<file path="src/rtl/sflc_pkg.sv">
// Shared types, constants and codes for the safety-loop flash counter.
`timescale 1ns / 1ps
package sflc_pkg;

	// Number of monitored lines, and widths that follow from it
	localparam int LINES  = 4;
	localparam int LINE_W = (LINES > 4) ? 3 : 2;
	localparam int ADDR_W = (LINES > 1) ? $clog2(LINES) : 1;

	// Fixed field widths
	localparam int LEVEL_W = 4;
	localparam int CNT_W   = 8;
	localparam int NIB_W   = 4;
	localparam int CFG_W   = 8;
	localparam int CFG_IDX_W = 1;

	// Line counter limits
	localparam logic [LINE_W:0]   LINE_END  = (LINE_W + 1)'(LINES);
	localparam logic [LINE_W:0]   LEVEL_END = (LINE_W + 1)'(LEVEL_W);
	localparam logic [LINE_W-1:0] TICK_LAST = LINE_W'(LINES - 1);
	localparam logic [LINE_W-1:0] READ_LAST = LINE_W'(1);

	// Saturation points
	localparam logic [CNT_W-1:0] CNT_MAX = 8'd255;
	localparam logic [NIB_W-1:0] NIB_MAX = 4'd15;

	// Register reset values
	localparam logic [CFG_W-1:0] WINDOW_RESET = 8'd100;
	localparam logic [CFG_W-1:0] STABLE_RESET = 8'd20;

	// Register indexes
	localparam logic [CFG_IDX_W-1:0] CFG_WINDOW_LIMIT = 1'd0;
	localparam logic [CFG_IDX_W-1:0] CFG_STABLE_LIMIT = 1'd1;

	// Request modes
	localparam logic MODE_TICK = 1'b0;
	localparam logic MODE_READ = 1'b1;

	// Per-line phase machine
	typedef enum logic [6:0] {
		PH_PON  = 7'b0000001,
		PH_HIGH = 7'b0000010,
		PH_H_TL = 7'b0000100,
		PH_H_TH = 7'b0001000,
		PH_LOW  = 7'b0010000,
		PH_L_TH = 7'b0100000,
		PH_L_TL = 7'b1000000
	} phase_t;

	// Request payload
	typedef struct packed {
		logic               mode;
		logic [LEVEL_W-1:0] line_levels;
		logic               pair_select;
		logic               clear_previous;
	} req_t;

	// Result payload
	typedef struct packed {
		logic [2*NIB_W-1:0] flash_result;
		logic               pair_echo;
	} res_t;

	// One memory entry: the whole state of one line
	typedef struct packed {
		phase_t             phase;
		logic [CNT_W-1:0]   stable_run;
		logic [CNT_W-1:0]   window_run;
		logic [CNT_W-1:0]   pending_flashes;
		logic [CNT_W-1:0]   reported_flashes;
		logic [CNT_W-1:0]   previously_sent;
	} line_state_t;

	localparam line_state_t LINE_RESET = '{PH_PON, 8'd0, 8'd0, 8'd0, 8'd0, 8'd0};

	// Control for one line operation
	typedef struct packed {
		logic read;
		logic level;
		logic clear;
	} line_op_t;

endpackage

</file>
<file path="src/rtl/sflc_update.sv">
// Next-state logic for one line: a sample tick or a count read.
`timescale 1ns / 1ps
module sflc_update (
	input  sflc_pkg::line_state_t           cur,
	input  sflc_pkg::line_op_t              op,
	input  logic [sflc_pkg::CFG_W-1:0]      window_limit,
	input  logic [sflc_pkg::CFG_W-1:0]      stable_limit,
	output sflc_pkg::line_state_t           nxt,
	output logic [sflc_pkg::NIB_W-1:0]      nibble
);

	// A sample changes phase at most three times before it is counted
	localparam int STEPS = 4;

	function automatic logic [sflc_pkg::CNT_W-1:0] sat_add(
		input logic [sflc_pkg::CNT_W-1:0] a,
		input logic [sflc_pkg::CNT_W-1:0] b
	);
		logic [sflc_pkg::CNT_W:0] s;
		s = {1'b0, a} + {1'b0, b};
		return s[sflc_pkg::CNT_W] ? sflc_pkg::CNT_MAX : s[sflc_pkg::CNT_W-1:0];
	endfunction

	function automatic sflc_pkg::line_state_t report(input sflc_pkg::line_state_t s);
		sflc_pkg::line_state_t r;
		r = s;
		r.reported_flashes = sat_add(s.reported_flashes, s.pending_flashes);
		r.pending_flashes  = '0;
		return r;
	endfunction

	function automatic logic is_running(input sflc_pkg::phase_t p);
		logic v;
		unique case (p)
			sflc_pkg::PH_HIGH, sflc_pkg::PH_H_TL, sflc_pkg::PH_H_TH,
			sflc_pkg::PH_LOW, sflc_pkg::PH_L_TH, sflc_pkg::PH_L_TL: v = 1'b1;
			default: v = 1'b0;
		endcase
		return v;
	endfunction

	function automatic logic expect_high(input sflc_pkg::phase_t p);
		return (p == sflc_pkg::PH_HIGH) || (p == sflc_pkg::PH_H_TH) ||
			(p == sflc_pkg::PH_L_TH);
	endfunction

	// One run piece of n samples (0 or 1); closed when the level changed
	function automatic sflc_pkg::line_state_t run_phase(
		input sflc_pkg::line_state_t      s,
		input logic                       n,
		input logic                       closed,
		input logic [sflc_pkg::CFG_W-1:0] wl,
		input logic [sflc_pkg::CFG_W-1:0] sl
	);
		sflc_pkg::line_state_t       r;
		logic [sflc_pkg::CNT_W-1:0]  inc;
		logic [sflc_pkg::CNT_W:0]    wsum;
		logic [sflc_pkg::CNT_W:0]    gap_sum;
		logic [sflc_pkg::CNT_W+1:0]  sl3;
		r       = s;
		inc     = {{(sflc_pkg::CNT_W-1){1'b0}}, n};
		wsum    = {1'b0, s.window_run} + {1'b0, inc};
		gap_sum = {1'b0, s.stable_run} + {1'b0, wl - s.window_run};
		sl3     = {2'b00, sl} + {1'b0, sl, 1'b0};
		unique case (s.phase)
			sflc_pkg::PH_HIGH: begin
				if (closed) begin
					r.pending_flashes = 8'd1;
					r.stable_run      = '0;
					r.window_run      = '0;
					r.phase           = sflc_pkg::PH_H_TL;
				end
			end
			sflc_pkg::PH_H_TL: begin
				// report early when the window ends before the level could settle
				if ((s.window_run < wl) && (wsum >= {1'b0, wl}) && (gap_sum < {1'b0, sl}))
					r = report(r);
				r.stable_run = sat_add(r.stable_run, inc);
				r.window_run = sat_add(r.window_run, inc);
				if (r.stable_run >= sl) begin
					r.phase = sflc_pkg::PH_LOW;
				end else begin
					if (r.window_run >= wl)
						r = report(r);
					if (closed) begin
						r.phase      = sflc_pkg::PH_H_TH;
						r.stable_run = '0;
					end
				end
			end
			sflc_pkg::PH_H_TH: begin
				r.stable_run = sat_add(r.stable_run, inc);
				r.window_run = sat_add(r.window_run, inc);
				if (r.window_run >= wl)
					r = report(r);
				if (r.stable_run >= sl) begin
					r.reported_flashes = sat_add(r.reported_flashes, r.pending_flashes);
					r.phase            = sflc_pkg::PH_HIGH;
				end else if (closed) begin
					r.pending_flashes = sat_add(r.pending_flashes, 8'd1);
					r.phase           = sflc_pkg::PH_H_TL;
					r.stable_run      = '0;
				end
			end
			sflc_pkg::PH_LOW: begin
				if (closed) begin
					r.pending_flashes = '0;
					r.stable_run      = '0;
					r.window_run      = '0;
					r.phase           = sflc_pkg::PH_L_TH;
				end
			end
			sflc_pkg::PH_L_TH: begin
				r.stable_run = sat_add(r.stable_run, inc);
				r.window_run = sat_add(r.window_run, inc);
				if ({2'b00, r.stable_run} > sl3) begin
					r.phase = sflc_pkg::PH_HIGH;
				end else if (closed) begin
					r.phase      = sflc_pkg::PH_L_TL;
					r.stable_run = '0;
				end
			end
			sflc_pkg::PH_L_TL: begin
				r.stable_run = sat_add(r.stable_run, inc);
				r.window_run = sat_add(r.window_run, inc);
				if (r.stable_run > sl) begin
					r.phase = sflc_pkg::PH_LOW;
				end else if (closed) begin
					r.phase      = sflc_pkg::PH_L_TH;
					r.stable_run = '0;
				end
			end
			default: r.phase = sflc_pkg::PH_PON;
		endcase
		return r;
	endfunction

	sflc_pkg::line_state_t      tick_st;
	sflc_pkg::line_state_t      read_st;
	logic [sflc_pkg::NIB_W-1:0] read_nib;

	// Sample path: close runs until the level fits the phase, then count it
	always_comb begin
		logic done;
		tick_st = cur;
		done    = 1'b0;
		for (int k = 0; k < STEPS; k++) begin
			if (!done) begin
				if (!is_running(tick_st.phase)) begin
					tick_st.phase = op.level ? sflc_pkg::PH_HIGH : sflc_pkg::PH_LOW;
					done          = 1'b1;
				end else if (op.level == expect_high(tick_st.phase)) begin
					tick_st = run_phase(tick_st, 1'b1, 1'b0, window_limit, stable_limit);
					done    = 1'b1;
				end else begin
					tick_st = run_phase(tick_st, 1'b0, 1'b1, window_limit, stable_limit);
				end
			end
		end
	end

	// Read path: add previously sent, saturate to a nibble, hand over the counts
	always_comb begin
		logic [sflc_pkg::CNT_W-1:0] prev;
		logic [sflc_pkg::CNT_W:0]   total;
		prev  = op.clear ? '0 : cur.previously_sent;
		total = {1'b0, cur.reported_flashes} + {1'b0, prev};
		read_nib = (total > {5'd0, sflc_pkg::NIB_MAX}) ? sflc_pkg::NIB_MAX
			: total[sflc_pkg::NIB_W-1:0];
		read_st                  = cur;
		read_st.previously_sent  = cur.reported_flashes;
		read_st.reported_flashes = '0;
	end

	assign nxt    = op.read ? read_st : tick_st;
	assign nibble = op.read ? read_nib : '0;

endmodule

</file>
<file path="src/rtl/safety_loop_flash_counter.sv">
// Top level of the safety-loop flash counter: sequencer, line state memory, result register.
`timescale 1ns / 1ps
// A tick request updates every line, one line per cycle through the line state memory
// (one read port, one write port, registered read), so it holds the request port until
// its last line issues, and the next request is taken in the cycle its last line issues.
// A read request steps through the two lines of the pair, one line per issue, and its result
// is registered as its second line leaves execute. A read waits before its first line while an
// earlier result is still unclaimed or still in flight, and holds the request port while it
// waits; a tick is never held by a pending result. A line's update is written back in the cycle
// after its read, with the written entry forwarded to a read of the same line in that
// cycle. Reset clears the per-entry valid bits at once, so there is no clearing pass.
module safety_loop_flash_counter (
	input  logic                              clk,
	input  logic                              arst_n,
	input  logic                              req_valid,
	output logic                              req_stall,
	input  sflc_pkg::req_t                    req_data,
	output logic                              res_valid,
	input  logic                              res_stall,
	output sflc_pkg::res_t                    res_data,
	input  logic                              cfg_we,
	input  logic [sflc_pkg::CFG_IDX_W-1:0]    cfg_index,
	input  logic [sflc_pkg::CFG_W-1:0]        cfg_data
);

	// Configuration registers
	logic [sflc_pkg::CFG_W-1:0] window_q;
	logic [sflc_pkg::CFG_W-1:0] stable_q;

	// Held request and line sequencer
	sflc_pkg::req_t              cur_q;
	logic                        cur_vld_q;
	logic [sflc_pkg::LINE_W-1:0] idx_q;

	// Issue stage
	logic [sflc_pkg::LINE_W-1:0] op_line;
	logic [sflc_pkg::LINE_W-1:0] op_base;
	logic                        op_last;
	logic                        op_in_range;
	logic                        op_level;
	logic                        read_block;
	logic                        issue;
	logic [sflc_pkg::ADDR_W-1:0] rd_addr;
	sflc_pkg::line_op_t          op;

	// Line state memory with valid bits
	sflc_pkg::line_state_t       mem [sflc_pkg::LINES];
	logic [sflc_pkg::LINES-1:0]  ent_vld_q;

	// Execute stage
	logic                        vld_s1;
	logic [sflc_pkg::LINE_W-1:0] line_s1;
	sflc_pkg::line_op_t          op_s1;
	logic                        last_s1;
	logic                        in_range_s1;
	logic                        pair_s1;
	sflc_pkg::line_state_t       rd_raw_s1;
	logic                        ent_vld_s1;
	logic                        fwd_s1;
	sflc_pkg::line_state_t       fwd_data_s1;
	sflc_pkg::line_state_t       cur_state;
	sflc_pkg::line_state_t       nxt_state;
	logic [sflc_pkg::NIB_W-1:0]  upd_nib;
	logic [sflc_pkg::NIB_W-1:0]  nib;
	logic                        wr_en;
	logic [sflc_pkg::ADDR_W-1:0] wr_addr;

	// Result side
	logic [sflc_pkg::NIB_W-1:0]  coil_q;
	logic                        res_vld_q;
	sflc_pkg::res_t              res_q;

	// Write configuration registers
	always_ff @(posedge clk or negedge arst_n) begin
		if (!arst_n) begin
			window_q <= sflc_pkg::WINDOW_RESET;
			stable_q <= sflc_pkg::STABLE_RESET;
		end else if (cfg_we) begin
			unique case (cfg_index)
				sflc_pkg::CFG_WINDOW_LIMIT: window_q <= cfg_data;
				sflc_pkg::CFG_STABLE_LIMIT: stable_q <= cfg_data;
				default: ;
			endcase
		end
	end

	// Pick the line for this cycle and decide whether it may issue
	always_comb begin
		op_base     = (cur_q.mode == sflc_pkg::MODE_READ)
			? sflc_pkg::LINE_W'({cur_q.pair_select, 1'b0}) : '0;
		op_line     = op_base + idx_q;
		op_last     = (cur_q.mode == sflc_pkg::MODE_READ) ? (idx_q == sflc_pkg::READ_LAST)
			: (idx_q == sflc_pkg::TICK_LAST);
		op_in_range = {1'b0, op_line} < sflc_pkg::LINE_END;
		op_level    = ({1'b0, op_line} < sflc_pkg::LEVEL_END) ? cur_q.line_levels[op_line[1:0]]
			: 1'b0;
		read_block  = (cur_q.mode == sflc_pkg::MODE_READ) && (idx_q == '0) &&
			(res_vld_q || (vld_s1 && op_s1.read));
		issue       = cur_vld_q && !read_block;
		rd_addr     = op_line[sflc_pkg::ADDR_W-1:0];
		op.read     = (cur_q.mode == sflc_pkg::MODE_READ);
		op.level    = op_level;
		op.clear    = cur_q.clear_previous;
	end

	assign req_stall = cur_vld_q && !(issue && op_last);

	// Hold the request and advance through its lines
	always_ff @(posedge clk or negedge arst_n) begin
		if (!arst_n) begin
			cur_vld_q <= 1'b0;
			idx_q     <= '0;
		end else if (req_valid && !req_stall) begin
			cur_vld_q <= 1'b1;
			idx_q     <= '0;
		end else if (issue && op_last) begin
			cur_vld_q <= 1'b0;
			idx_q     <= '0;
		end else if (issue) begin
			idx_q <= idx_q + 1'b1;
		end
	end

	always_ff @(posedge clk) begin
		if (req_valid && !req_stall)
			cur_q <= req_data;
	end

	// Memory: write back the updated line, read the issuing line
	always_ff @(posedge clk) begin
		if (wr_en)
			mem[wr_addr] <= nxt_state;
		if (issue)
			rd_raw_s1 <= mem[rd_addr];
	end

	// Mark written entries valid
	always_ff @(posedge clk or negedge arst_n) begin
		if (!arst_n)
			ent_vld_q <= '0;
		else if (wr_en)
			ent_vld_q[wr_addr] <= 1'b1;
	end

	// Advance the issue stage into execute
	always_ff @(posedge clk or negedge arst_n) begin
		if (!arst_n) begin
			vld_s1 <= 1'b0;
			op_s1  <= '0;
		end else begin
			vld_s1 <= issue;
			if (issue)
				op_s1 <= op;
		end
	end

	always_ff @(posedge clk) begin
		if (issue) begin
			line_s1     <= op_line;
			last_s1     <= op_last;
			in_range_s1 <= op_in_range;
			pair_s1     <= cur_q.pair_select;
			ent_vld_s1  <= ent_vld_q[rd_addr];
			fwd_s1      <= wr_en && (wr_addr == rd_addr);
			fwd_data_s1 <= nxt_state;
		end
	end

	// Pick forwarded, stored or reset state for the line in execute
	always_comb begin
		if (fwd_s1)
			cur_state = fwd_data_s1;
		else if (ent_vld_s1)
			cur_state = rd_raw_s1;
		else
			cur_state = sflc_pkg::LINE_RESET;
	end

	sflc_update u_update (
		.cur          (cur_state),
		.op           (op_s1),
		.window_limit (window_q),
		.stable_limit (stable_q),
		.nxt          (nxt_state),
		.nibble       (upd_nib)
	);

	assign wr_en   = vld_s1 && in_range_s1;
	assign wr_addr = line_s1[sflc_pkg::ADDR_W-1:0];
	assign nib     = in_range_s1 ? upd_nib : '0;

	// Hold the coil nibble until the contact line finishes
	always_ff @(posedge clk) begin
		if (vld_s1 && op_s1.read && !last_s1)
			coil_q <= nib;
	end

	// Load the result register, drop it once taken
	always_ff @(posedge clk or negedge arst_n) begin
		if (!arst_n)
			res_vld_q <= 1'b0;
		else if (vld_s1 && op_s1.read && last_s1)
			res_vld_q <= 1'b1;
		else if (!res_stall)
			res_vld_q <= 1'b0;
	end

	always_ff @(posedge clk) begin
		if (vld_s1 && op_s1.read && last_s1) begin
			res_q.flash_result <= {coil_q, nib};
			res_q.pair_echo    <= pair_s1;
		end
	end

	assign res_valid = res_vld_q;
	assign res_data  = res_q;

endmodule

</file>
<file path="config.mk">
export PLATFORM = sky130hd
export DESIGN_NAME = safety_loop_flash_counter
export DESIGN_NICKNAME = d
export VERILOG_FILES = /design/src/rtl/sflc_pkg.sv /design/src/rtl/sflc_update.sv /design/src/rtl/safety_loop_flash_counter.sv
export SDC_FILE = /design/constraint.sdc
export NUM_CORES = 1
export LEC_CHECK = 0
export BUFFER_PORTS_ARGS = -buffer_cell sky130_fd_sc_hd__buf_2
export CAP_MARGIN = 20
export CORE_MARGIN = 1.5
export CORE_UTILIZATION = 55
export DETAILED_ROUTE_END_ITERATION = 12
export PLACE_DENSITY = 0.8
export SYNTH_ARGS = -nofsm -noshare
export SYNTH_HDL_FRONTEND = slang
export SYNTH_SLANG_ARGS = --single-unit
</file>
<file path="constraint.sdc">
create_clock -name clk -period 20.6 [get_ports clk]
set_clock_uncertainty 0.2 [all_clocks]
set_input_delay 2.06 -clock clk [delete_from_list [all_inputs] [get_ports clk]]
set_output_delay 2.06 -clock clk [all_outputs]
set_load 0.03 [all_outputs]
</file>
## Word-level counts from Yosys, hierarchy flattened

Memories as Yosys holds them, arrays and structs flattened. A register that Yosys moved wholly into a read port is not among the register bits.
Cells that the tools add are included.

- $add $sub $neg: 52
- Order comparisons: 68
- Equality and inequality tests: 32
- Multiplexer cells: 270
- Bitwise logic cells: 2
- Reductions and logical operators: 57

Operators with widths:

| operator | count |
|---|---|
| 47-bit two-way mux | 40 |
| 40-bit two-way mux | 38 |
| 24-bit two-way mux | 28 |
| 8-bit two-way mux | 65 |
| 16-bit case mux with 5 select lines | 4 |
| 8-bit greater-or-equal comparator | 36 |
| 8-bit by 8-bit adder with 9-bit output | 25 |
| 16-bit case mux with 3 select lines | 4 |
| 24-bit case mux with 2 select lines | 4 |
| 8-bit by 1-bit adder with 9-bit output, second input constant | 20 |
| 7-bit two-way mux | 24 |
| 7-bit case mux with 6 select lines | 4 |
| 7-bit case mux with 5 select lines | 4 |
| 16-bit case mux with 2 select lines | 4 |
| 8-bit case mux with 4 select lines | 4 |
| 8-bit by 10-bit > comparator with 1-bit output | 8 |
| 8-bit > comparator | 8 |
| 9-bit by 8-bit greater-or-equal comparator with 1-bit output | 4 |
| 9-bit by 8-bit < comparator with 1-bit output | 4 |
| 8-bit < comparator | 4 |
| 8-bit subtractor | 4 |
| 7-bit by 2-bit equality test with 1-bit output, second input constant | 4 |
| 7-bit by 3-bit equality test with 1-bit output, second input constant | 4 |
| 7-bit by 4-bit equality test with 1-bit output, second input constant | 4 |
| 33 further kinds | 133 |

- Flip-flop bits (word level): 101
- Bits in writable memories: 188
- Input bits: 21
- Memories kept: 1

Memories:

| name | depth | width | rd ports | clocked after Yosys merged registers in | write ports | line | text |
|---|---|---|---|---|---|---|---|
| mem | 4 | 47 | 1 | 1 | 1 | safety_loop_flash_counter.sv:47 | `sflc_pkg::line_state_t mem [sflc_pkg::LINES];` |

## Logic depth before layout (Yosys ltp)

Gate-level depths: netlist of run 1.

- Word-level depth: 73
- Gate-level depth with buffers: 95

## Cells and area by module

A second synthesis of run 1 with hierarchy kept.

- Cells, all modules: 2613
- Area total of the unflattened synthesis: 26543.0 um^2

Modules (own cells, without submodules):

| module | instances | cells each | area an instance (um^2) |
|---|---|---|---|
| sflc_update | 1 | 2090 | 14440.1 |
| safety_loop_flash_counter | 1 | 523 | 12102.9 |

## Least setup slack after synthesis of run 1

No wires, ideal clock.

- Path type: flip-flop to flip-flop
- From: register fwd_s1
- To: register fwd_data_s1[13] (netlist bit), data pin
- Library setup time: 0.177 ns
- Data arrival time: 15.368 ns
- Slack: 4.856 ns
- Cell stages (with the launch flop): 93
- Clock period less this slack: 15.744 ns
- Cell sequence: edfxtp_1 > buf_2 > buf_6 > buf_4 > buf_6 > buf_6 > buf_6 > buf_4 > a22o_1 > ha_1 > inv_1 > a22o_1 > nand2_1 > o21ai_0 > nand3_1 > o311ai_0 > xor2_1 > ha_1 > [57 not listed] > nor2_1 > mux2i_1 > ha_1 > inv_1 > fa_1 > nor2b_1 > o21ai_0 > a21boi_0 > o21ai_0 > nand2_1 > a21o_1 > a21oi_1 > nand2_1 > o21ai_0 > mux2_2 > a22oi_1 > o31ai_4 > nor2_1

RTL lines:

| element | line | text |
|---|---|---|
| from (decl) | safety_loop_flash_counter.sv:59 | `logic fwd_s1;` |
| from (signal assigned) | safety_loop_flash_counter.sv:164 | `fwd_s1 <= wr_en && (wr_addr == rd_addr);` |
| to (signal assigned) | safety_loop_flash_counter.sv:165 | `fwd_data_s1 <= nxt_state;` |
| to (decl) | safety_loop_flash_counter.sv:60 | `sflc_pkg::line_state_t fwd_data_s1;` |

==> results of run 1 <==
metal layers:
metal  GRT usage, %  vias up  part of all wire (%)
li1               -    10200                     -
met4           11.3        0                   3.2
met2           54.8     1103                    45
met3           6.78      152                   9.4
met1           49.4    11000                    43
met5              0        -                     0
logic make-up after synthesis:
family / Yosys count / synth area share, %
AOI/OAI and AO/OA: 804 / 20.2
and+or+nand+nor: 695 / 12.5
DFF: 336 / 37.0
muxes: 111 / 6.49
buffers and inverters: 290 / 4.37
xor gates and xnor gates: 122 / 3.97
adders and majority gates: 323 / 15.5
Yosys cell counts, drive strengths merged (40+ instances only):
cell	count
a21o	72
a21oi	174
a22oi	49
clkbuf	56
edfxtp	308
ha	306
inv	201
mux2i	43
mux4	49
nand2	147
nand2b	40
nand3	45
nor2	245
o21a	44
o21ai	195
xnor2	85
flip-flops by register name, indices dropped and copies added (netlist names):
signal       cells
fwd_s1           1
last_s1          1
coil_q           4
idx_q            2
mem            188
cur_vld_q        1
line_s1          2
res_valid        1
res_data         9
rd_raw_s1       47
cur_q            7
window_q         8
vld_s1           1
fwd_data_s1     47
ent_vld_s1       1
pair_s1          1
stable_q         8
ent_vld_q        4
op_s1            3
final timing paths:
check,end,slack [ns],depth (start not counted)
worst max-delay path,mem[2][13],2.20,72
max in group asynchronous,idx_q[0],18.09,1
worst min-delay path,res_data[0],0.23,0
worst min register to register,res_data[0],0.23,0
worst max register to register,mem[2][13],2.20,72
min in group asynchronous,stable_q[1],1.42,1
stage by stage:
step	utilization [%]	instances	hold WS (ns)
after detailed placement	58.0	3289	0.206
final	60.4	3354	0.228
after global routing	60.4	3354	0.249
after global placement	58.0	3288	0.207
after CTS	60.3	3350	0.229
after floorplan	-	2681	0.200
layout make-up:
| cell class | instances | area, µm² | area share (%) |
|---|---|---|---|
| Clock buffer | 46 | 938 | 3.24 |
| Clock inverter | 15 | 148 | 0.509 |
| Inverter | 203 | 764 | 2.64 |
| Multi-Input combinational cell | 2055 | 15900 | 54.7 |
| Sequential cell | 336 | 9960 | 34.3 |
| Tap cell | 615 | 769 | 2.65 |
| Timing Repair Buffer | 84 | 567 | 1.95 |
==> load_flow_metrics.sql, run 1 <==
INSERT INTO impl_metrics (metric_group, metric, value, unit) VALUES
('final_layout', 'nets', '3058', ''),
('sta', 'final_critical_path_setup_slack', '2.20', 'ns'),
('clock_network', 'ctsRootBufferMaster', 'clkbuf_16', ''),
('run_status', 'run_status', 'completed', ''),
('worst_setup_path', 'worstPathRequired', '20.75', 'ns'),
('die', 'rows', '80', ''),
('worst_hold_path', 'hold_path.startpoint', 'pair_s1', ''),
('final_layout', 'final.fill_count', '3956', ''),
('synthesis', 'ys_seq_elements', '336', ''),
('detailed_routing', 'dr.first_iter.drc_count', '2367', ''),
('worst_setup_path', 'critical_path.startpoint', 'fwd_s1', ''),
('sta', 'slew_violations', '0', ''),
('global_routing', 'grt_remaining_overflow', '0', ''),
('run', 'max_cap_violations', '0', ''),
('die', 'floorplan.die.height', '224', 'µm'),
('synthesis', 'netlist-cell-type-count', '104', ''),
('synthesis', 'synthFlopType', 'edfxtp_1', ''),
('sta', 'min_period_over_period', '89.3', '%'),
('synthesis', 'synth_largest_area_cell', 'edfxtp_1', ''),
('worst_setup_path', 'endpoint_kind', 'flop', ''),
('placement', 'postPlaceCellArea', '27900', 'µm²'),
('detailed_routing', 'via_per_inst', '6.67', ''),
('global_routing', 'wire_length_of_the_first_global_routing_pass', '133000', 'µm'),
('synthesis', 'synth-edff-count', '308', ''),
('worst_setup_path', 'cp_slowest_cell', 'edfxtp_1', ''),
('clock_network', 'cts.reportedPaths.clkPinSlew', '0.06', 'ns'),
('synthesis', 'synth_seq_area_share', '37.0', '%'),
('synthesis', 'asyncSetResetFlopFracSynth', '8.33', '%'),
('synthesis', 'synth-warning-count', '0', ''),
('synthesis', 'total_nets_after_synthesis', '3025', ''),
('die', 'dieWidth', '224', 'µm'),
('worst_setup_path', 'critical_path_arrival', '18.54', 'ns'),
('sta', 'finalWorstPathRequiredPeriod', '18.40', 'ns'),
('global_routing', 'grt_usage', '35.1', '%'),
('synthesis', 'area_share_of_the_largest_cell_type_after_synthesis', '34.3', '%'),
('placement', 'port_buffers', '31', ''),
('placement', 'routabilityCongestion', '1.00', ''),
('synthesis', 'syn_avg_cell_area', '10.0', 'µm²'),
('sta', 'timing_worst_slew_pin_value', '1.13', 'ns'),
('final_layout', 'area_growth_from_synthesis_to_layout', '7.67', '%'),
('global_routing', 'grt_pass1_vias', '21700', ''),
('clock_network', 'worstSkewPairLatency', '0.55', 'ns'),
('clock_network', 'cts_tree', 'done', ''),
('clock_network', 'clock_tree.htree_level_count', '2', ''),
('die', 'pin_count', '32', ''),
('global_routing', 'grt_start_max_net_pins', '76', ''),
('sta', 'setup_viol_count_final', '0', ''),
('sta', 'report.final.hold_viol_count', '0', ''),
('worst_setup_path', 'cell_repeated_most_along_the_worst_path', 'o21ai_0', ''),
('sta', 'setup_total_negative_slack', '0', 'ns'),
('clock_network', 'cts_num_sinks', '336', ''),
('final_layout', 'drive_gt1_share', '9.86', '%'),
('final_layout', 'layout_common_cells', '308 x edfxtp_1, 306 x ha_1, 242 x nor2_1', ''),
('final_layout', 'leading_cell_type_in_the_layout_fill_and_taps_excluded', 'edfxtp_1', ''),
('synthesis', 'post_synth_inst_count', '2681', ''),
('die', 'fp.coreArea', '48000', 'µm²'),
('worst_setup_path', 'cp_max_fo', '49', ''),
('detailed_routing', 'final_antenna_net_count', '0', ''),
('clock_network', 'cts_buffers', '34', ''),
('die', 'die_area', '50300', 'µm²'),
('worst_setup_path', 'timing.critical_path.buf_inv', '5', ''),
('worst_hold_path', 'timing.hold.worst.class', 'reg2reg', ''),
('die', 'starting_utilization_of_the_core_area', '56.1', '%'),
('synthesis', 'syn_area', '26900', 'µm²'),
('sta', 'max-slew-margin-rel', '24.7', '%'),
('detailed_routing', 'num_vias', '22400', ''),
('worst_setup_path', 'critical_path.max_stage_delay', '0.97', 'ns'),
('final_layout', 'insertedDiodeCount', '0', ''),
('worst_setup_path', 'r2r_start', 'fwd_s1', ''),
('clock_network', 'cts_hold_buffers', '0', ''),
('detailed_routing', 'drt-wirelength-per-cell', '26.1', 'µm');
Power of run 1 is not shown: default switching activity piles up to over one toggle a cycle in this logic, so the estimate is an artifact.
==> inputs of run 2 (changes only) <==
- MAX_ROUTING_LAYER: default -> met4
- clock period: 20.6 -> 18.7 ns (I/O delays scaled with it)
==> load_flow_metrics.sql, run 2 (synthesis gave the netlist of run 1 again) <==
INSERT INTO impl_metrics (metric_group, metric, value, unit) VALUES
('run_status', 'run_status', 'completed', ''),
('final_layout', 'largest_register_ffs', '188', ''),
('clock_network', 'cts_hold_buffers', '0', ''),
('final_layout', 'layout_common_cells', '308 x edfxtp_1, 306 x ha_1, 242 x nor2_1', ''),
('detailed_routing', 'via_per_inst', '6.72', ''),
('global_routing', 'grt_usage', '36.1', '%'),
('run', 'max_cap_violations', '0', ''),
('clock_network', 'cts_buffers', '35', ''),
('die', 'floorplan.die.height', '224', 'µm'),
('global_routing', 'grtUsageMet3', '5.70', '%'),
('worst_hold_path', 'worst_hold_path.num_cells', '0', ''),
('placement', 'routabilityCongestion', '1.04', ''),
('detailed_routing', 'num_vias', '22600', ''),
('worst_setup_path', 'crit_path_start_kind', 'flop', ''),
('detailed_routing', 'wl', '88000', 'µm'),
('placement', 'port_buffers', '31', ''),
('final_layout', 'leading_cell_type_in_the_layout_fill_and_taps_excluded', 'edfxtp_1', ''),
('worst_setup_path', 'timing.reg2reg.setup_slack', '1.36', 'ns'),
('placement', 'postPlaceCellArea', '27900', 'µm²'),
('sta', 'finalWorstPathRequiredPeriod', '17.34', 'ns'),
('global_routing', 'grt_start_max_net_pins', '55', ''),
('clock_network', 'cts.path.max_buffers', '3', ''),
('final_layout', 'registers.top_by_ff_count', 'mem', ''),
('die', 'dieWidth', '224', 'µm'),
('clock_network', 'worstSkewPairLatency', '0.58', 'ns'),
('die', 'starting_utilization_of_the_core_area', '56.1', '%'),
('final_layout', 'final_util', '60.7', '%'),
('clock_network', 'cts.reportedPaths.clkPinSlew', '0.06', 'ns'),
('detailed_routing', 'drt-wirelength-per-cell', '26.1', 'µm'),
('placement', 'numPlacedInstances', '3294', ''),
('worst_hold_path', 'timing.hold.worst.class', 'reg2reg', ''),
('final_layout', 'finalInstanceArea', '29200', 'µm²'),
('global_routing', 'global_route.usage.met1', '49.9', '%'),
('final_layout', 'area_growth_from_synthesis_to_layout', '8.26', '%'),
('final_layout', 'final.fill_count', '3919', ''),
('sta', 'max-slew-margin-rel', '16.9', '%'),
('final_layout', 'drive_gt1_share', '10.4', '%'),
('worst_setup_path', 'crit-reg2reg-capture', 'mem[3][12]', ''),
('sta', 'setup_repair_after_global_routing_missed_its_margin', 'false', ''),
('die', 'rows', '80', ''),
('detailed_routing', 'dr.first_iter.drc_count', '2806', ''),
('global_routing', 'antenna_violations_before_repair', '0', ''),
('worst_setup_path', 'r2r_start', 'fwd_s1', ''),
('global_routing', 'grt_pass1_vias', '22000', ''),
('worst_setup_path', 'worstPathRequired', '18.73', 'ns'),
('global_routing', 'grt-busiest-layer', 'met2', ''),
('worst_setup_path', 'critical_path_arrival', '17.37', 'ns'),
('clock_network', 'ctsRootBufferMaster', 'clkbuf_16', ''),
('sta', 'setup_viol_count_final', '0', ''),
('clock_network', 'clock_tree.htree_level_count', '2', ''),
('worst_hold_path', 'min_to', 'res_data[7]', ''),
('final_layout', 'nets', '3071', ''),
('sta', 'min_period_over_period', '92.7', '%'),
('worst_setup_path', 'worst-r2r-cell-count', '82', ''),
('worst_hold_path', 'hold_path.startpoint', 'coil_q[2]', ''),
('sta', 'report.final.hold_viol_count', '0', ''),
('final_layout', 'insertedDiodeCount', '0', ''),
('worst_setup_path', 'kind_of_critical_path', 'reg2reg', ''),
('global_routing', 'wire_length_of_the_first_global_routing_pass', '133000', 'µm'),
('final_layout', 'top_regs', 'mem: 188 flops, fwd_data_s1: 47 flops, rd_raw_s1: 47 flops', ''),
('die', 'fp.coreArea', '48000', 'µm²'),
('worst_setup_path', 'critical_path.max_stage_delay', '0.48', 'ns'),
('sta', 'slew_violations', '0', ''),
('sta', 'achievable-frequency', '57.7', 'MHz'),
('worst_setup_path', 'cp_slowest_cell', 'edfxtp_1', ''),
('sta', 'setup_total_negative_slack', '0', 'ns'),
('global_routing', 'global_route.usage.met2', '55.0', '%'),
('placement', 'dpl.hpwl', '65900', 'µm'),
('worst_setup_path', 'cell_repeated_most_along_the_worst_path', 'o21ai_0', ''),
('sta', 'timing_worst_slew_pin_value', '1.25', 'ns'),
('clock_network', 'cts_num_sinks', '336', ''),
('global_routing', 'grt_remaining_overflow', '0', ''),
('die', 'die_area', '50300', 'µm²'),
('die', 'pin_count', '32', ''),
('clock_network', 'cts_tree', 'done', ''),
('worst_setup_path', 'endpoint_kind', 'flop', ''),
('final_layout', 'layoutNonFillerInstCount', '3368', ''),
('detailed_routing', 'first_pass_iters', '8', ''),
('detailed_routing', 'final_antenna_net_count', '0', ''),
('detailed_routing', 'detail_route.drc_violations', '0', ''),
('worst_setup_path', 'cp_max_fo', '33', '');
-- run 2: changes by cell type in the layout (fill, tap and decap cells not counted), sizes merged --
| cell | delta |
|---|---|
| buf | +13 |
| clkbuf | +3 |
| bufinv | -1 |
| clkinv | -1 |
-- run 2: worst max-delay path by stage --
stage                       from         endpoint  slack, ns  depth (start not counted)
after global routing      fwd_s1       mem[3][12]       0.09                         80
after floorplan           fwd_s1  fwd_data_s1[13]       2.96                         92
after global placement    fwd_s1       mem[2][12]       1.01                         79
after CTS                 fwd_s1  fwd_data_s1[12]       0.58                         75
final                     fwd_s1       mem[3][12]       1.36                         82
after detailed placement  fwd_s1       mem[3][12]       0.64                         77
-- run 2: timing repair --
action,4_1_cts,5_1_grt
gates resized for setup,0,10
endpoints found under the setup margin,0,40
setup buffers,0,9
-- run 2: layer usage --
layer	up-vias	wire, µm
met5	-	0
met4	0	2930
met3	173	8780
met2	1248	39500
met1	11100	36800
li1	10200	-
-- run 2: layout make-up --
class	instances	area, µm²	area share [%]
inverters	203	764	2.62
flip-flops and latches	336	9960	34.2
clock buffers	50	983	3.37
repair buffers	96	687	2.36
clock inverters	13	97.6	0.335
multi-input cells	2055	15900	54.5
well taps	615	769	2.64
-- run 2: through the flow --
step,setup slack (ns),hold slack (ns)
detailed placement,0.642,0.208
global placement,1.01,0.206
floorplan,2.96,0.200
finish,1.36,0.228
CTS,0.578,0.231
global route,0.0883,0.240
-- run 2: critical path, delay by kind of cell (launching register included) --
| family | cells | cell delay [ns] |
|---|---|---|
| AOI/OAI and AO/OA | 41 | 8.83 |
| xor gates and xnor gates | 2 | 0.35 |
| adders and majority gates | 11 | 3.00 |
| buffers and inverters | 9 | 1.08 |
| DFF | 1 | 0.48 |
| muxes | 2 | 0.55 |
| and+or+nand+nor | 17 | 2.50 |
Power of run 2 is left out for the same reason.
==> inputs of run 3 (changes only) <==
- clock period: 18.7 -> 22.5 ns (I/O delays scaled with it)
==> load_flow_metrics.sql, run 3 (synthesis gave the netlist of run 1 again) <==
INSERT INTO impl_metrics (metric_group, metric, value, unit) VALUES
('final_layout', 'nets', '3052', ''),
('sta', 'report.final.hold_viol_count', '0', ''),
('detailed_routing', 'drt-wirelength-per-cell', '26.0', 'µm'),
('sta', 'timing_worst_slew_pin_value', '1.16', 'ns'),
('final_layout', 'layout_common_cells', '308 x edfxtp_1, 306 x ha_1, 242 x nor2_1', ''),
('worst_setup_path', 'critical_path_depth', '74', ''),
('worst_setup_path', 'critical_path.max_stage_delay', '0.92', 'ns'),
('final_layout', 'final.fill_count', '3935', ''),
('die', 'rows', '80', ''),
('final_layout', 'leading_cell_type_in_the_layout_fill_and_taps_excluded', 'edfxtp_1', ''),
('sta', 'setup_viol_count_final', '0', ''),
('sta', 'setup_repair_after_global_routing_missed_its_margin', 'false', ''),
('clock_network', 'cts.reportedPaths.clkPinSlew', '0.06', 'ns'),
('worst_setup_path', 'kind_of_critical_path', 'reg2reg', ''),
('global_routing', 'grt_start_max_net_pins', '62', ''),
('clock_network', 'cts_hold_buffers', '0', ''),
('sta', 'max-slew-margin-rel', '22.9', '%'),
('sta', 'achievable-frequency', '52.5', 'MHz'),
('final_layout', 'insertedDiodeCount', '0', ''),
('global_routing', 'grt_pass1_vias', '21600', ''),
('placement', 'routabilityCongestion', '1.03', ''),
('placement', 'dpl.hpwl', '66100', 'µm'),
('die', 'starting_utilization_of_the_core_area', '56.1', '%'),
('global_routing', 'antenna_violations_before_repair', '1', ''),
('final_layout', 'largest_register_ffs', '188', ''),
('sta', 'setup_total_negative_slack', '0', 'ns'),
('global_routing', 'wire_length_of_the_first_global_routing_pass', '131000', 'µm'),
('final_layout', 'multi_input_comb_area', '15900', 'µm²'),
('global_routing', 'grt_remaining_overflow', '0', ''),
('final_layout', 'top_regs', 'mem: 188 flops, fwd_data_s1: 47 flops, rd_raw_s1: 47 flops', ''),
('sta', 'slew_violations', '0', ''),
('worst_setup_path', 'critical_path.startpoint', 'fwd_s1', ''),
('detailed_routing', 'via_per_inst', '6.71', ''),
('placement', 'port_buffers', '31', ''),
('detailed_routing', 'num_vias', '22500', ''),
('run', 'max_cap_violations', '0', ''),
('placement', 'postPlaceCellArea', '27900', 'µm²'),
('final_layout', 'finalInstanceArea', '28900', 'µm²'),
('worst_setup_path', 'cell_repeated_most_along_the_worst_path', 'o21ai_0', ''),
('final_layout', 'final_util', '60.2', '%'),
('worst_setup_path', 'timing.reg2reg.setup_slack', '3.44', 'ns'),
('worst_setup_path', 'endpoint_kind', 'flop', ''),
('die', 'pin_count', '32', ''),
('worst_setup_path', 'worst-r2r-cell-count', '74', ''),
('final_layout', 'register_area', '9960', 'µm²'),
('clock_network', 'worstSkewPairLatency', '0.56', 'ns'),
('clock_network', 'ctsRootBufferMaster', 'clkbuf_16', ''),
('worst_setup_path', 'r2r_start', 'fwd_s1', ''),
('worst_hold_path', 'timing.hold.worst.class', 'reg2reg', ''),
('clock_network', 'cts-resized-gates', '0', ''),
('worst_setup_path', 'cp_max_fo', '61', ''),
('die', 'die_area', '50300', 'µm²'),
('clock_network', 'clock_tree.htree_level_count', '2', ''),
('run_status', 'run_status', 'completed', ''),
('detailed_routing', 'wl', '87200', 'µm'),
('worst_setup_path', 'crit_end', 'mem[2][9]', ''),
('worst_setup_path', 'worstPathRequired', '22.60', 'ns'),
('clock_network', 'cts_tree', 'done', ''),
('worst_setup_path', 'timing.critical_path.buf_inv', '8', ''),
('clock_network', 'cts_num_sinks', '336', ''),
('final_layout', 'registers.top_by_ff_count', 'mem', ''),
('worst_setup_path', 'critical_path_arrival', '19.16', 'ns'),
('sta', 'finalWorstPathRequiredPeriod', '19.06', 'ns'),
('detailed_routing', 'detail_route.drc_violations', '0', ''),
('worst_setup_path', 'crit-reg2reg-capture', 'mem[2][9]', ''),
('die', 'dieWidth', '224', 'µm'),
('clock_network', 'post-cts-setup-buffer-count', '0', ''),
('clock_network', 'cts.path.max_buffers', '3', ''),
('global_routing', 'grt_usage', '35.6', '%'),
('worst_setup_path', 'crit_path_start_kind', 'flop', ''),
('detailed_routing', 'first_pass_iters', '6', ''),
('die', 'fp.coreArea', '48000', 'µm²'),
('sta', 'min_period_over_period', '84.7', '%'),
('final_layout', 'area_growth_from_synthesis_to_layout', '7.40', '%'),
('clock_network', 'cts_buffers', '34', ''),
('detailed_routing', 'dr.first_iter.drc_count', '2597', ''),
('detailed_routing', 'final_antenna_net_count', '0', ''),
('worst_setup_path', 'timing.critical_path.max_delay_family', 'compound AO/OA/AOI/OAI gates', ''),
('die', 'floorplan.die.height', '224', 'µm'),
('final_layout', 'drive_gt1_share', '9.66', '%'),
('worst_setup_path', 'cp_slowest_cell', 'a22oi_1', '');
-- run 3: area by class of cell --
type	count	share of cell area [%]
Clock buffer	47	3.25
Timing Repair Buffer	78	1.76
Clock inverter	15	0.420
Sequential cell	336	34.4
Multi-Input combinational cell	2055	54.8
Inverter	203	2.64
Tap cell	615	2.66
-- run 3: worst reg2reg max path, delay by kind of cell, from the launching register on --
kind	cells	cell delay [ns]
xor gates and xnor gates	1	0.10
and+or+nand+nor	18	3.61
AOI/OAI and AO/OA	39	9.50
buffers and inverters	8	1.84
DFF	1	0.85
adders and majority gates	7	2.35
muxes	1	0.37
-- run 3: worst min path at each step --
stage                     slack, ns      start  depth (start not counted)           to
after floorplan                0.20    pair_s1                          0  res_data[0]
after global routing           0.24  coil_q[0]                          0  res_data[5]
after CTS                      0.23  coil_q[3]                          0  res_data[8]
after detailed placement       0.21  coil_q[0]                          0  res_data[5]
after global placement         0.20  coil_q[2]                          0  res_data[7]
final                          0.23  coil_q[3]                          0  res_data[8]
-- run 3: metrics by stage --
| stage | setup WS [ns] | instances | hold WS, ns |
|---|---|---|---|
| floorplan | 6.76 | 2681 | 0.200 |
| global placement | 4.44 | 3287 | 0.204 |
| detailed placement | 4.05 | 3287 | 0.208 |
| CTS | 3.93 | 3349 | 0.230 |
| global route | 2.22 | 3349 | 0.245 |
| finish | 3.44 | 3349 | 0.228 |
-- run 3: metal layers --
metal	routed length, µm	global-route usage, %	vias to the layer above
met3	8860	6.47	185
met5	0	-	-
met2	38000	52.9	1209
met1	37100	49.2	11000
li1	-	-	10100
met4	3170	12.4	0
Power of run 3 is left out for the same reason.
